===== config.mk =====
export PLATFORM = sky130hd
export DESIGN_NAME = fhc_parser
export DESIGN_NICKNAME = d
export VERILOG_FILES = /design/src/sv/fhc_pkg.sv /design/src/sv/fhc_parser.sv
export SDC_FILE = /design/constraint.sdc
export NUM_CORES = 1
export LEC_CHECK = 0
export BUFFER_PORTS_ARGS = -buffer_cell sky130_fd_sc_hd__buf_2
export CORE_ASPECT_RATIO = 0.5
export CORE_UTILIZATION = 37
export CTS_BUF_LIST = sky130_fd_sc_hd__clkbuf_4 sky130_fd_sc_hd__clkbuf_8 sky130_fd_sc_hd__clkbuf_16
export CTS_CLUSTER_DIAMETER = 80
export DETAILED_ROUTE_END_ITERATION = 7
export GPL_ROUTABILITY_DRIVEN = 0
export PLACE_DENSITY = 0.61
export SLEW_MARGIN = 20
export SYNTH_ARGS = -nofsm -noshare
export SYNTH_HDL_FRONTEND = slang
export SYNTH_SLANG_ARGS = --single-unit

===== constraint.sdc =====
create_clock -name clk -period 4.91 [get_ports clk]
set_clock_uncertainty 0.15 [all_clocks]
set_input_delay 0 -clock clk [delete_from_list [all_inputs] [get_ports clk]]
set_output_delay 0 -clock clk [all_outputs]
set_load 0.01 [all_outputs]

===== src/sv/fhc_pkg.sv =====
// ----------------------------------------------------------------------------
// fhc_pkg
// Shared types and constants of the frame header checker: header layout,
// magic bytes, status codes, register map and the result record.
// ----------------------------------------------------------------------------
package fhc_pkg;

  // Byte counter width and its saturation value.
  localparam int unsigned COUNT_W = 33;
  localparam logic [COUNT_W-1:0] COUNT_MAX = {COUNT_W{1'b1}};

  // Header layout, in byte positions within the buffer.
  localparam logic [COUNT_W-1:0] POS_VERSION  = 33'd4;
  localparam logic [COUNT_W-1:0] POS_FLAGS    = 33'd6;
  localparam logic [COUNT_W-1:0] POS_SEQUENCE = 33'd8;
  localparam logic [COUNT_W-1:0] POS_SIZE     = 33'd16;
  localparam logic [COUNT_W-1:0] HDR_LEN      = 33'd20;

  // Magic "YAL1", indexed by byte position.
  localparam logic [7:0] MAGIC [4] = '{8'h59, 8'h41, 8'h4C, 8'h31};

  // Configuration port.
  localparam int unsigned ADDR_W = 4;
  localparam logic [1:0] REG_MAX_PAYLOAD      = 2'd0;
  localparam logic [1:0] REG_EXPECTED_VERSION = 2'd1;
  localparam logic [1:0] REG_ALLOWED_FLAGS    = 2'd2;

  localparam logic [31:0] MAX_PAYLOAD_RST      = 32'd65536;
  localparam logic [15:0] EXPECTED_VERSION_RST = 16'd1;
  localparam logic [15:0] ALLOWED_FLAGS_RST    = 16'd1;

  typedef enum logic [2:0] {
    ST_OK        = 3'd0,
    ST_SHORT     = 3'd1,
    ST_MAGIC     = 3'd2,
    ST_VERSION   = 3'd3,
    ST_FLAGS     = 3'd4,
    ST_EMPTY     = 3'd5,
    ST_TOO_LARGE = 3'd6,
    ST_LENGTH    = 3'd7
  } fhc_status_t;

  typedef struct packed {
    logic [31:0] max_payload;
    logic [15:0] expected_version;
    logic [15:0] allowed_flags;
  } fhc_cfg_t;

  typedef struct packed {
    logic        payload_valid;
    logic [7:0]  payload_byte;
    logic        done_res;
    fhc_status_t status;
    logic [15:0] hdr_version;
    logic [15:0] hdr_flags;
    logic [63:0] hdr_sequence;
    logic [31:0] hdr_payload_size;
  } fhc_result_t;

endpackage


===== src/sv/fhc_parser.sv =====
// ----------------------------------------------------------------------------
// fhc_parser
// Per-buffer state: byte counter, magic check and header field shifters.
// Produces the result record for the byte being transferred.
// ----------------------------------------------------------------------------
module fhc_parser (
  input  logic                  clk,
  input  logic                  rst,
  input  logic                  accept,
  input  logic [7:0]            in_byte,
  input  logic                  end_of_buffer,
  input  fhc_pkg::fhc_cfg_t     cfg,
  output logic                  res_valid,
  output fhc_pkg::fhc_result_t  res
);

  logic [fhc_pkg::COUNT_W-1:0] byte_count;
  logic                        magic_match;
  logic [15:0]                 version_reg;
  logic [15:0]                 flags_reg;
  logic [63:0]                 sequence_reg;
  logic [31:0]                 size_reg;

  logic [fhc_pkg::COUNT_W-1:0] byte_count_next;
  logic                        magic_match_next;
  logic [15:0]                 version_next;
  logic [15:0]                 flags_next;
  logic [63:0]                 sequence_next;
  logic [31:0]                 size_next;
  logic [fhc_pkg::COUNT_W-1:0] expected_total;
  logic                        is_payload;
  fhc_pkg::fhc_status_t        st;

  // Field capture: each header byte shifts into the field it belongs to.
  always_comb begin
    magic_match_next = magic_match;
    version_next     = version_reg;
    flags_next       = flags_reg;
    sequence_next    = sequence_reg;
    size_next        = size_reg;
    if (byte_count < fhc_pkg::POS_VERSION) begin
      if (in_byte != fhc_pkg::MAGIC[byte_count[1:0]]) magic_match_next = 1'b0;
    end else if (byte_count < fhc_pkg::POS_FLAGS) begin
      version_next = {version_reg[7:0], in_byte};
    end else if (byte_count < fhc_pkg::POS_SEQUENCE) begin
      flags_next = {flags_reg[7:0], in_byte};
    end else if (byte_count < fhc_pkg::POS_SIZE) begin
      sequence_next = {sequence_reg[55:0], in_byte};
    end else if (byte_count < fhc_pkg::HDR_LEN) begin
      size_next = {size_reg[23:0], in_byte};
    end
    byte_count_next = (byte_count == fhc_pkg::COUNT_MAX) ? byte_count
                                                         : byte_count + 1'b1;
  end

  assign is_payload     = byte_count >= fhc_pkg::HDR_LEN;
  assign res_valid      = is_payload || end_of_buffer;
  assign expected_total = {1'b0, size_next} + fhc_pkg::HDR_LEN;

  // Status checks in priority order, using the state including this byte.
  always_comb begin
    if (byte_count_next < fhc_pkg::HDR_LEN) begin
      st = fhc_pkg::ST_SHORT;
    end else if (!magic_match_next) begin
      st = fhc_pkg::ST_MAGIC;
    end else if (version_next != cfg.expected_version) begin
      st = fhc_pkg::ST_VERSION;
    end else if ((flags_next & ~cfg.allowed_flags) != 16'd0) begin
      st = fhc_pkg::ST_FLAGS;
    end else if (size_next == 32'd0) begin
      st = fhc_pkg::ST_EMPTY;
    end else if (size_next > cfg.max_payload) begin
      st = fhc_pkg::ST_TOO_LARGE;
    end else if (byte_count_next != expected_total) begin
      st = fhc_pkg::ST_LENGTH;
    end else begin
      st = fhc_pkg::ST_OK;
    end
  end

  always_comb begin
    res.payload_valid    = is_payload;
    res.payload_byte     = is_payload ? in_byte : 8'd0;
    res.done_res         = end_of_buffer;
    res.status           = fhc_pkg::ST_OK;
    res.hdr_version      = 16'd0;
    res.hdr_flags        = 16'd0;
    res.hdr_sequence     = 64'd0;
    res.hdr_payload_size = 32'd0;
    if (end_of_buffer) begin
      res.status = st;
      // The header is reported only once it was complete and the magic held.
      if (st != fhc_pkg::ST_SHORT && st != fhc_pkg::ST_MAGIC) begin
        res.hdr_version      = version_next;
        res.hdr_flags        = flags_next;
        res.hdr_sequence     = sequence_next;
        res.hdr_payload_size = size_next;
      end
    end
  end

  always_ff @(posedge clk) begin
    if (rst || (accept && end_of_buffer)) begin
      byte_count   <= '0;
      magic_match  <= 1'b1;
      version_reg  <= '0;
      flags_reg    <= '0;
      sequence_reg <= '0;
      size_reg     <= '0;
    end else if (accept) begin
      byte_count   <= byte_count_next;
      magic_match  <= magic_match_next;
      version_reg  <= version_next;
      flags_reg    <= flags_next;
      sequence_reg <= sequence_next;
      size_reg     <= size_next;
    end
  end

endmodule


==> PnR_summary.wiki, run 1 <==
{| class="wikitable"
! Metric !! Value
|-
| Starting utilization of the core area || 0.380
|-
| Number of flops mapped to enable cells by yosys || 0
|-
| Full die area || 33700 um^2
|-
| Finish-stage setup viols || 3
|-
| Final Hold Violating Endpoints || 0
|-
| Vias in the first global route || 12200
|-
| Total global routing track utilization || 0.255
|-
| Capture endpoint of the worst hold path || res[131]
|-
| Maximum fanout encountered on the critical timing path || 30
|-
| Post-synthesis mux area share || 0.0604
|-
| Unrepaired setup endpoints after global routing || true
|-
| Final core occ || 0.479
|-
| Buffer depth of the longest clock path || 2
|-
| Insertion delay to the later sink of the worst-skew pair || 0.46 ns
|-
| Half-perimeter wire length after detailed placement || 31.9 mm
|-
| Final clock period utilization by the worst path || 1.02
|-
| Power per cell area || 201 nW/um^2
|-
| Worst supply voltage drop on vdd || 262 uV
|-
| Relative area change from synthesis to final layout || 26.1%
|-
| Number of fill cells in the layout || 3285
|-
| Post-synth top cells || 435 x nand2_1, 211 x a21oi_1, 162 x dfxtp_1, 154 x nor2_1, 100 x clkbuf_1
|-
| GRT overflow || 0
|-
| Static leakage power || 6.38 nW
|-
| Dominant combinational cell family by area after synthesis || simple AND/OR/NAND/NOR gates
|-
| Number of routed nets with antenna violations || 0
|-
| Path category of the worst min-delay check || input port to output pin
|-
| Crit path time final || 5.02 ns
|-
| Relative slew slack || 0.290
|-
| Wire length per cell || 18.0 um
|-
| Cell types with the largest area share after synthesis || dfxtp_1 27%, nand2_1 13%, a21oi_1 8.7%
|-
| Slew Limit Fails || 0
|-
| Sinks on the clock net || 162
|-
| Synthesized Nets || 1893
|-
| Placeable core region || 32100 um^2
|-
| Synth Area in XOR/XNOR || 0.0868
|-
| Nets || 2148
|-
| Post-synth top flop || dfxtp_1
|-
| Area share of fa/ha/maj cells after synthesis || 0.0380
|-
| Cell with the most instances after synthesis || nand2_1
|-
| Transition at the pin with the smallest max-transition slack || 1.06 ns
|-
| Post-Route WL || 44.6 mm
|-
| X dimension of the die || 259 um
|-
| Run status || finished, violations left
|-
| Critical Path End Type || output pin
|-
| Number of buffers added by the clock tree synthesis step || 17
|-
| Reg2Reg Launch Point || byte_count[25]
|-
| Synthesized-area fraction occupied by ao, oa, aoi and oai cells || 0.170
|-
| Count of max-cap constraint violations || 0
|-
| Pin count of the biggest net entering global routing || 81
|-
| WP data arrival || 4.87 ns
|-
| Instance count along the most critical hold path || 2
|-
| Summed instance area of the synthesized netlist || 12200 um^2
|-
| Number of flip-flops under the largest register name || 64
|-
| Violations in the final reports || negative setup slack
|-
| CTS root buf || clkbuf_16
|-
| Crit path setup slack, layout || -0.112 ns
|-
| Critical setup path kind || flip-flop to output pin
|-
| Post-synthesis sequential area ratio || 0.266
|-
| Antenna cell count || 0
|-
| Fraction of synthesis flops using an asynchronous set or reset pin || 0
|-
| DRC || 0
|-
| First-pass DRT Iterations || 6
|-
| Warning count from the yosys run || 0
|-
| Achievable clock frequency || 199 MHz
|-
| Clock tree from TritonCTS || done
|-
| Simple logic cell fraction of the synthesized area || 0.304
|-
| Clock-pin slew on the worst setup and hold paths || 0.07 ns
|-
| Portion of synthesized cell area occupied by the leading cell type || 0.266
|-
| Global-route wire length before repair || 67.8 mm
|-
| Ports placed on the boundary || 218
|-
| Mean number of vias per cell || 5.46
|-
| Mean instance size in the synthesized netlist || 6.85 um^2
|-
| Number of antenna violations at the first check in global routing || 0
|-
| Data required time of the critical path || 4.76 ns
|-
| Drt initial violations || 1402
|-
| Finished Layout Cells || 2480
|-
| Worst reg-to-reg setup slack || 1.32 ns
|-
| Hold path startpoint || end_of_buffer
|-
| Total number of placement rows || 46
|-
| Number of instances in the synthesized netlist || 1780
|-
| Endpoint of the worst-slack reg-to-reg timing path || size_reg[3]
|-
| Number of cells on the worst reg-to-reg path || 19
|-
| Port-buffer cells || 217
|-
| Vias after detailed routing || 13500
|-
| Number of distinct standard cells referenced by the synthesized netlist || 76
|-
| Yosys reg bits || 162
|-
| Worst slack at placement || 0.0988 ns
|-
| Fraction of final layout cells with drive strength greater than 1 || 0.223
|-
| Deepest level of the CTS H-tree || 4
|-
| Cell taking the most area after synthesis || dfxtp_1
|-
| Placed cell count || 2401
|-
| Crit start category || flip-flop
|-
| Die Height || 130 um
|}
[worst max path at each step]
| stage | from | end | cells after the start |
|---|---|---|---|
| floorplan | byte_count[26] | res[130] | 17 |
| global placement | byte_count[25] | res[128] | 20 |
| detailed placement | byte_count[25] | res[128] | 20 |
| CTS | byte_count[30] | res[128] | 20 |
| global route | byte_count[25] | res[129] | 15 |
| finish | byte_count[25] | res[130] | 14 |
[per-layer routing]
layer / vias to the layer above / share of wire / GRT usage
met3: 76 / 0.073 / 0.0472
met4: 0 / 0.021 / 0.0856
li1: 6599 / - / -
met5: - / 0 / 0
met1: 6366 / 0.44 / 0.336
met2: 490 / 0.47 / 0.420
[worst max-delay path, stage by stage (launching register included)]
cell and delay (ns):
dfxtp_2 0.33, nor4_4 0.36, nand4_4 0.19, buf_6 0.17, nor3_4 0.29, buf_12 0.24, mux2_2 0.38, nor3_1 0.42
and3_1 0.28, nand3b_1 0.13, a31oi_1 0.20, or4bb_1 0.42, or4_4 0.54, o31a_1 0.29, buf_2 0.15
[power by group]
| part | switching [mW] | total, mW | internal, mW |
|---|---|---|---|
| Combinational | 0.221 | 0.387 | 0.166 |
| Clock | 0.659 | 1.34 | 0.680 |
| Sequential | 0.0349 | 1.36 | 1.33 |
| Total | 0.915 | 3.09 | 2.17 |
[repair_timing]
item / in CTS / in global routing
buffers inserted: 30 / 9
hold buffers: 9 / 0
hold endpoints to repair: 30 / 0
gates resized for setup: 39 / 23
setup endpoints to repair: 3 / 98
pin swaps: 26 / 15
[layout make-up]
class                   instances  area (um^2)  share of cell area
well taps                     432          541              0.0352
clock inverters                14          144             0.00936
inverters                      87          327              0.0213
flip-flops and latches        162         3250               0.211
clock buffers                  18          433              0.0282
multi-input cells            1398         8330               0.542
repair buffers                369         2350               0.153
[logic make-up after synthesis]
family | after synthesis
buf+inv | 220
flops | 162
xor+xnor | 116
compound gates | 352
fa+ha+maj | 37
simple gates | 822
mux | 71
[cells in the final DEF, fill, tap and decap left out, drive strengths merged, types with 8 or more instances in the layout]
cell,instances
clkbuf,18
inv,95
nand3,43
or3,22
a21o,16
buf,360
a211oi,34
nor3,26
nand2,435
nor2,154
nor2b,10
and3,18
xor2,36
dfxtp,162
ha,37
dlygate4sd3,9
nand4,59
o21ai,28
nor4,24
mux2i,67
a21oi,211
o211ai,8
xnor2,77
a31oi,11
[per-stage QoR]
step / power, mW / TNS (ns) / cell area (um^2) / hold WS, ns
after global routing: 3.19 / -0.669 / 15400 / 0.188
after CTS: 3.09 / -0.0202 / 15200 / 0.182
after global placement: 1.73 / 0 / 14100 / 0.182
final: 3.09 / -0.236 / 15400 / 0.182
after floorplan: 1.59 / 0 / 12200 / -0.0582
after detailed placement: 1.73 / 0 / 14100 / 0.182
No activity file was read; power rests on OpenSTA's default activity.
==> run 2: changes to the inputs <==
==> constraint.sdc (replaced) <==
create_clock -name clk -period 4.91 [get_ports clk]
set_clock_uncertainty 0.15 [all_clocks]
set_input_delay 0 -clock clk [delete_from_list [all_inputs] [get_ports clk]]
set_output_delay 0 -clock clk [all_outputs]
set_load 0.005 [all_outputs]
==> run 2 against run 1 <==
Global-route usage decreased by 0.23 points. Cell count down 0.73%. Cell area is 1.2% lower. The run still ends with negative setup slack left. Critical endpoint unchanged. Combinational power down 4%. Total power grew 0.14%. Sequential power barely moved.
==> PnR_summary.wiki, run 2 (same netlist as run 1, synthesis figures left out) <==
{| class="wikitable"
! Metric !! Value
|-
| Placeable core region || 32100 um^2 (unchanged)
|-
| Met3 routed WL || 2.95 mm (-9.8%)
|-
| Top library cells by usage in the layout, fill and taps aside || 433 x nand2_1, 217 x buf_2, 210 x a21oi_1
|-
| Cell type group with the largest total delay on the critical path || simple AND/OR/NAND/NOR gates
|-
| Deepest level of the CTS H-tree || 4 (unchanged)
|-
| Most prevalent standard cell on the critical path || buf_4
|-
| Final core occ || 0.473 (-0.00597)
|-
| Met1 wire length || 19.6 mm (about the same)
|-
| Number of antenna violations at the first check in global routing || 0 (unchanged)
|-
| Half-perimeter wire length after detailed placement || 31.4 mm (-1.6%)
|-
| Clock-pin slew on the worst setup and hold paths || 0.07 ns (about the same)
|-
| WP data arrival || 4.97 ns (+0.10 ns)
|-
| Achievable clock frequency || 195 MHz (-1.9%)
|-
| Post-Route WL || 43.8 mm (-1.8%)
|-
| Mean number of vias per cell || 5.48 (+0.40%)
|-
| Count of max-cap constraint violations || 0 (unchanged)
|-
| Insertion delay to the later sink of the worst-skew pair || 0.45 ns (about the same)
|-
| Critical Path Slowest Stage Cell || or4b_4
|-
| Total global routing track utilization || 0.252 (-0.00226)
|-
| X dimension of the die || 259 um (unchanged)
|-
| Uppermost layer routed || met4
|-
| Slew Limit Fails || 0 (unchanged)
|-
| Finished Layout Cells || 2462 (-0.73%)
|-
| Endpoint of the worst setup timing path || res[130]
|-
| Fraction of final layout cells with drive strength greater than 1 || 0.213 (-0.00936)
|-
| Full die area || 33700 um^2 (unchanged)
|-
| Worst supply voltage drop on vdd || 256 uV (-2.3%)
|-
| Path category of the worst min-delay check || input port to flip-flop
|-
| Placed cell count || 2398 (-0.12%)
|-
| Crit path setup slack, layout || -0.209 ns (-0.0967 ns)
|-
| Crit path time final || 5.12 ns (+0.0967 ns)
|-
| Detailed-routed wire length on met2 || 20.6 mm (-1.1%)
|-
| Drt initial violations || 1453 (+3.6%)
|-
| Violations in the final reports || negative setup slack
|-
| Number of routed nets with antenna violations || 0 (unchanged)
|-
| Final Hold Violating Endpoints || 0 (unchanged)
|-
| Crit start category || flip-flop
|-
| Highest cell delay on the worst timing path || 0.65 ns (+0.11 ns)
|-
| GRT overflow || 0 (unchanged)
|-
| Cells along the critical path || nor4_4 -> nand4_4 -> buf_6 -> or4b_4 -> buf_4 -> buf_4 -> o32ai_1 -> xnor2_1 -> xor2_1 -> nand4_1 -> or4_1 -> or4_4 -> o31a_1 -> buf_2
|-
| Vias in the first global route || 12100 (-1.4%)
|-
| Critical Path End Type || output pin
|-
| Number of flip-flops under the largest register name || 64 (unchanged)
|-
| Pin count of the biggest net entering global routing || 75 (-7.4%)
|-
| Fin Setup TNS || -0.385 ns (-0.150 ns)
|-
| Clock tree from TritonCTS || done
|-
| Relative area change from synthesis to final layout || 24.5%
|-
| DRC || 0 (unchanged)
|-
| First-pass DRT Iterations || 5 (-1)
|-
| Number of buffers added by the clock tree synthesis step || 17 (unchanged)
|-
| Critical setup path kind || flip-flop to output pin
|-
| Final clock period utilization by the worst path || 1.04 (+0.0197)
|-
| Run status || finished, violations left
|-
| Ports placed on the boundary || 218 (unchanged)
|-
| Total number of placement rows || 46 (unchanged)
|-
| Crit path launch || byte_count[25]
|-
| Antenna cell count || 0 (unchanged)
|-
| Buffers plus inverters on the worst setup path || 4 (+1)
|-
| Static leakage power || 6.27 nW (-1.7%)
|-
| Die Height || 130 um (unchanged)
|-
| Finish-stage setup viols || 3 (unchanged)
|-
| Sinks on the clock net || 162 (unchanged)
|-
| Relative slew slack || 0.295 (+0.00531)
|-
| Number of cells on the worst reg-to-reg path || 10 (-9)
|-
| Vias after detailed routing || 13500 (-0.33%)
|-
| Total power || 3.09 mW (+0.14%)
|-
| CTS root buf || clkbuf_16
|-
| Worst slack at placement || 0.143 ns (+0.0441 ns)
|-
| Endpoint of the worst-slack reg-to-reg timing path || flags_reg[13]
|-
| Levels on crit path || 14 (unchanged)
|-
| Hold path startpoint || accept
|-
| Starting utilization of the core area || 0.380 (unchanged)
|-
| Number of fill cells in the layout || 3260 (-0.76%)
|-
| Wire length per cell || 17.8 um (-1.0%)
|-
| Transition at the pin with the smallest max-transition slack || 1.05 ns (-0.00794 ns)
|-
| Global-route wire length before repair || 67.0 mm (-1.1%)
|-
| Nets || 2130 (-0.84%)
|-
| Data required time of the critical path || 4.76 ns (about the same)
|-
| Power per cell area || 204 nW/um^2 (+1.4%)
|-
| Buffer depth of the longest clock path || 2 (unchanged)
|-
| Unrepaired setup endpoints after global routing || true
|-
| Commonest non-fill, non-tap cell in the layout || nand2_1
|-
| Maximum fanout encountered on the critical timing path || 8 (-73%)
|-
| Reg2Reg Launch Point || byte_count[25]
|-
| Worst reg-to-reg setup slack || 1.49 ns (+0.17 ns)
|-
| Port-buffer cells || 217 (unchanged)
|}
run 2: changes by cell type in the layout (fill, tap and decap cells not counted), moves of 2 or more:
cell,delta
nor4_4,-3
inv_6,-2
buf_12,-2
nand2_1,+3
buf_4,-15
clkinv_8,-2
nor4_2,+2
nand2_2,-3
run 2: worst min-delay path by stage:
stage,to,slack [ns],cells after the start
floorplan,res[131],-0.07,1
detailed placement,res[131],0.17,2
CTS,size_reg[2],0.06,3
finish,size_reg[2],0.09,3
global placement,res[131],0.17,2
global route,size_reg[2],0.11,3
run 2: repair_timing:
item / in CTS / in global routing
setup endpoints to repair: 3 / 131
pin swaps: 17 / 16
hold endpoints to repair: 24 / 0
cloned: 0 / 0
gates resized for setup: 33 / 20
buffers inserted: 17 / 7
hold buffers: 8 / 0
run 2: cell type report:
type                       count  area (um^2)  share of cell area
multi-input combinational   1398         8290               0.546
sequential                   162         3250               0.214
timing repair buffer         351         2180               0.144
tap                          432          541              0.0356
clock buffer                  19          447              0.0294
inverter                      87          327              0.0215
clock inverter                13          143             0.00940
run 2: layer usage:
metal,up-vias,track usage
met1,6383,0.337
met5,-,0
met3,54,0.0455
li1,6557,-
met4,0,0.0762
met2,492,0.416
run 2: stage by stage:
stage | instance area, um^2 | hold WS [ns]
2_1_floorplan | 12200 | -0.0692
3_3_place_gp | 14100 | 0.170
3_5_place_dp | 14100 | 0.170
4_1_cts | 15000 | 0.0642
5_1_grt | 15200 | 0.107
6_report | 15200 | 0.0926
run 2: tightest hold or removal path: stages:
cell      delay, ns
buf_2          0.37
nor2_1         0.20
a211oi_1       0.05
run 2: power by group:
part           leakage [nW]  internal, mW  total [mW]  switching [mW]
sequential             1.31          1.33        1.36          0.0347
clock                 0.289         0.736        1.36           0.624
combinational          4.67         0.157       0.370           0.213
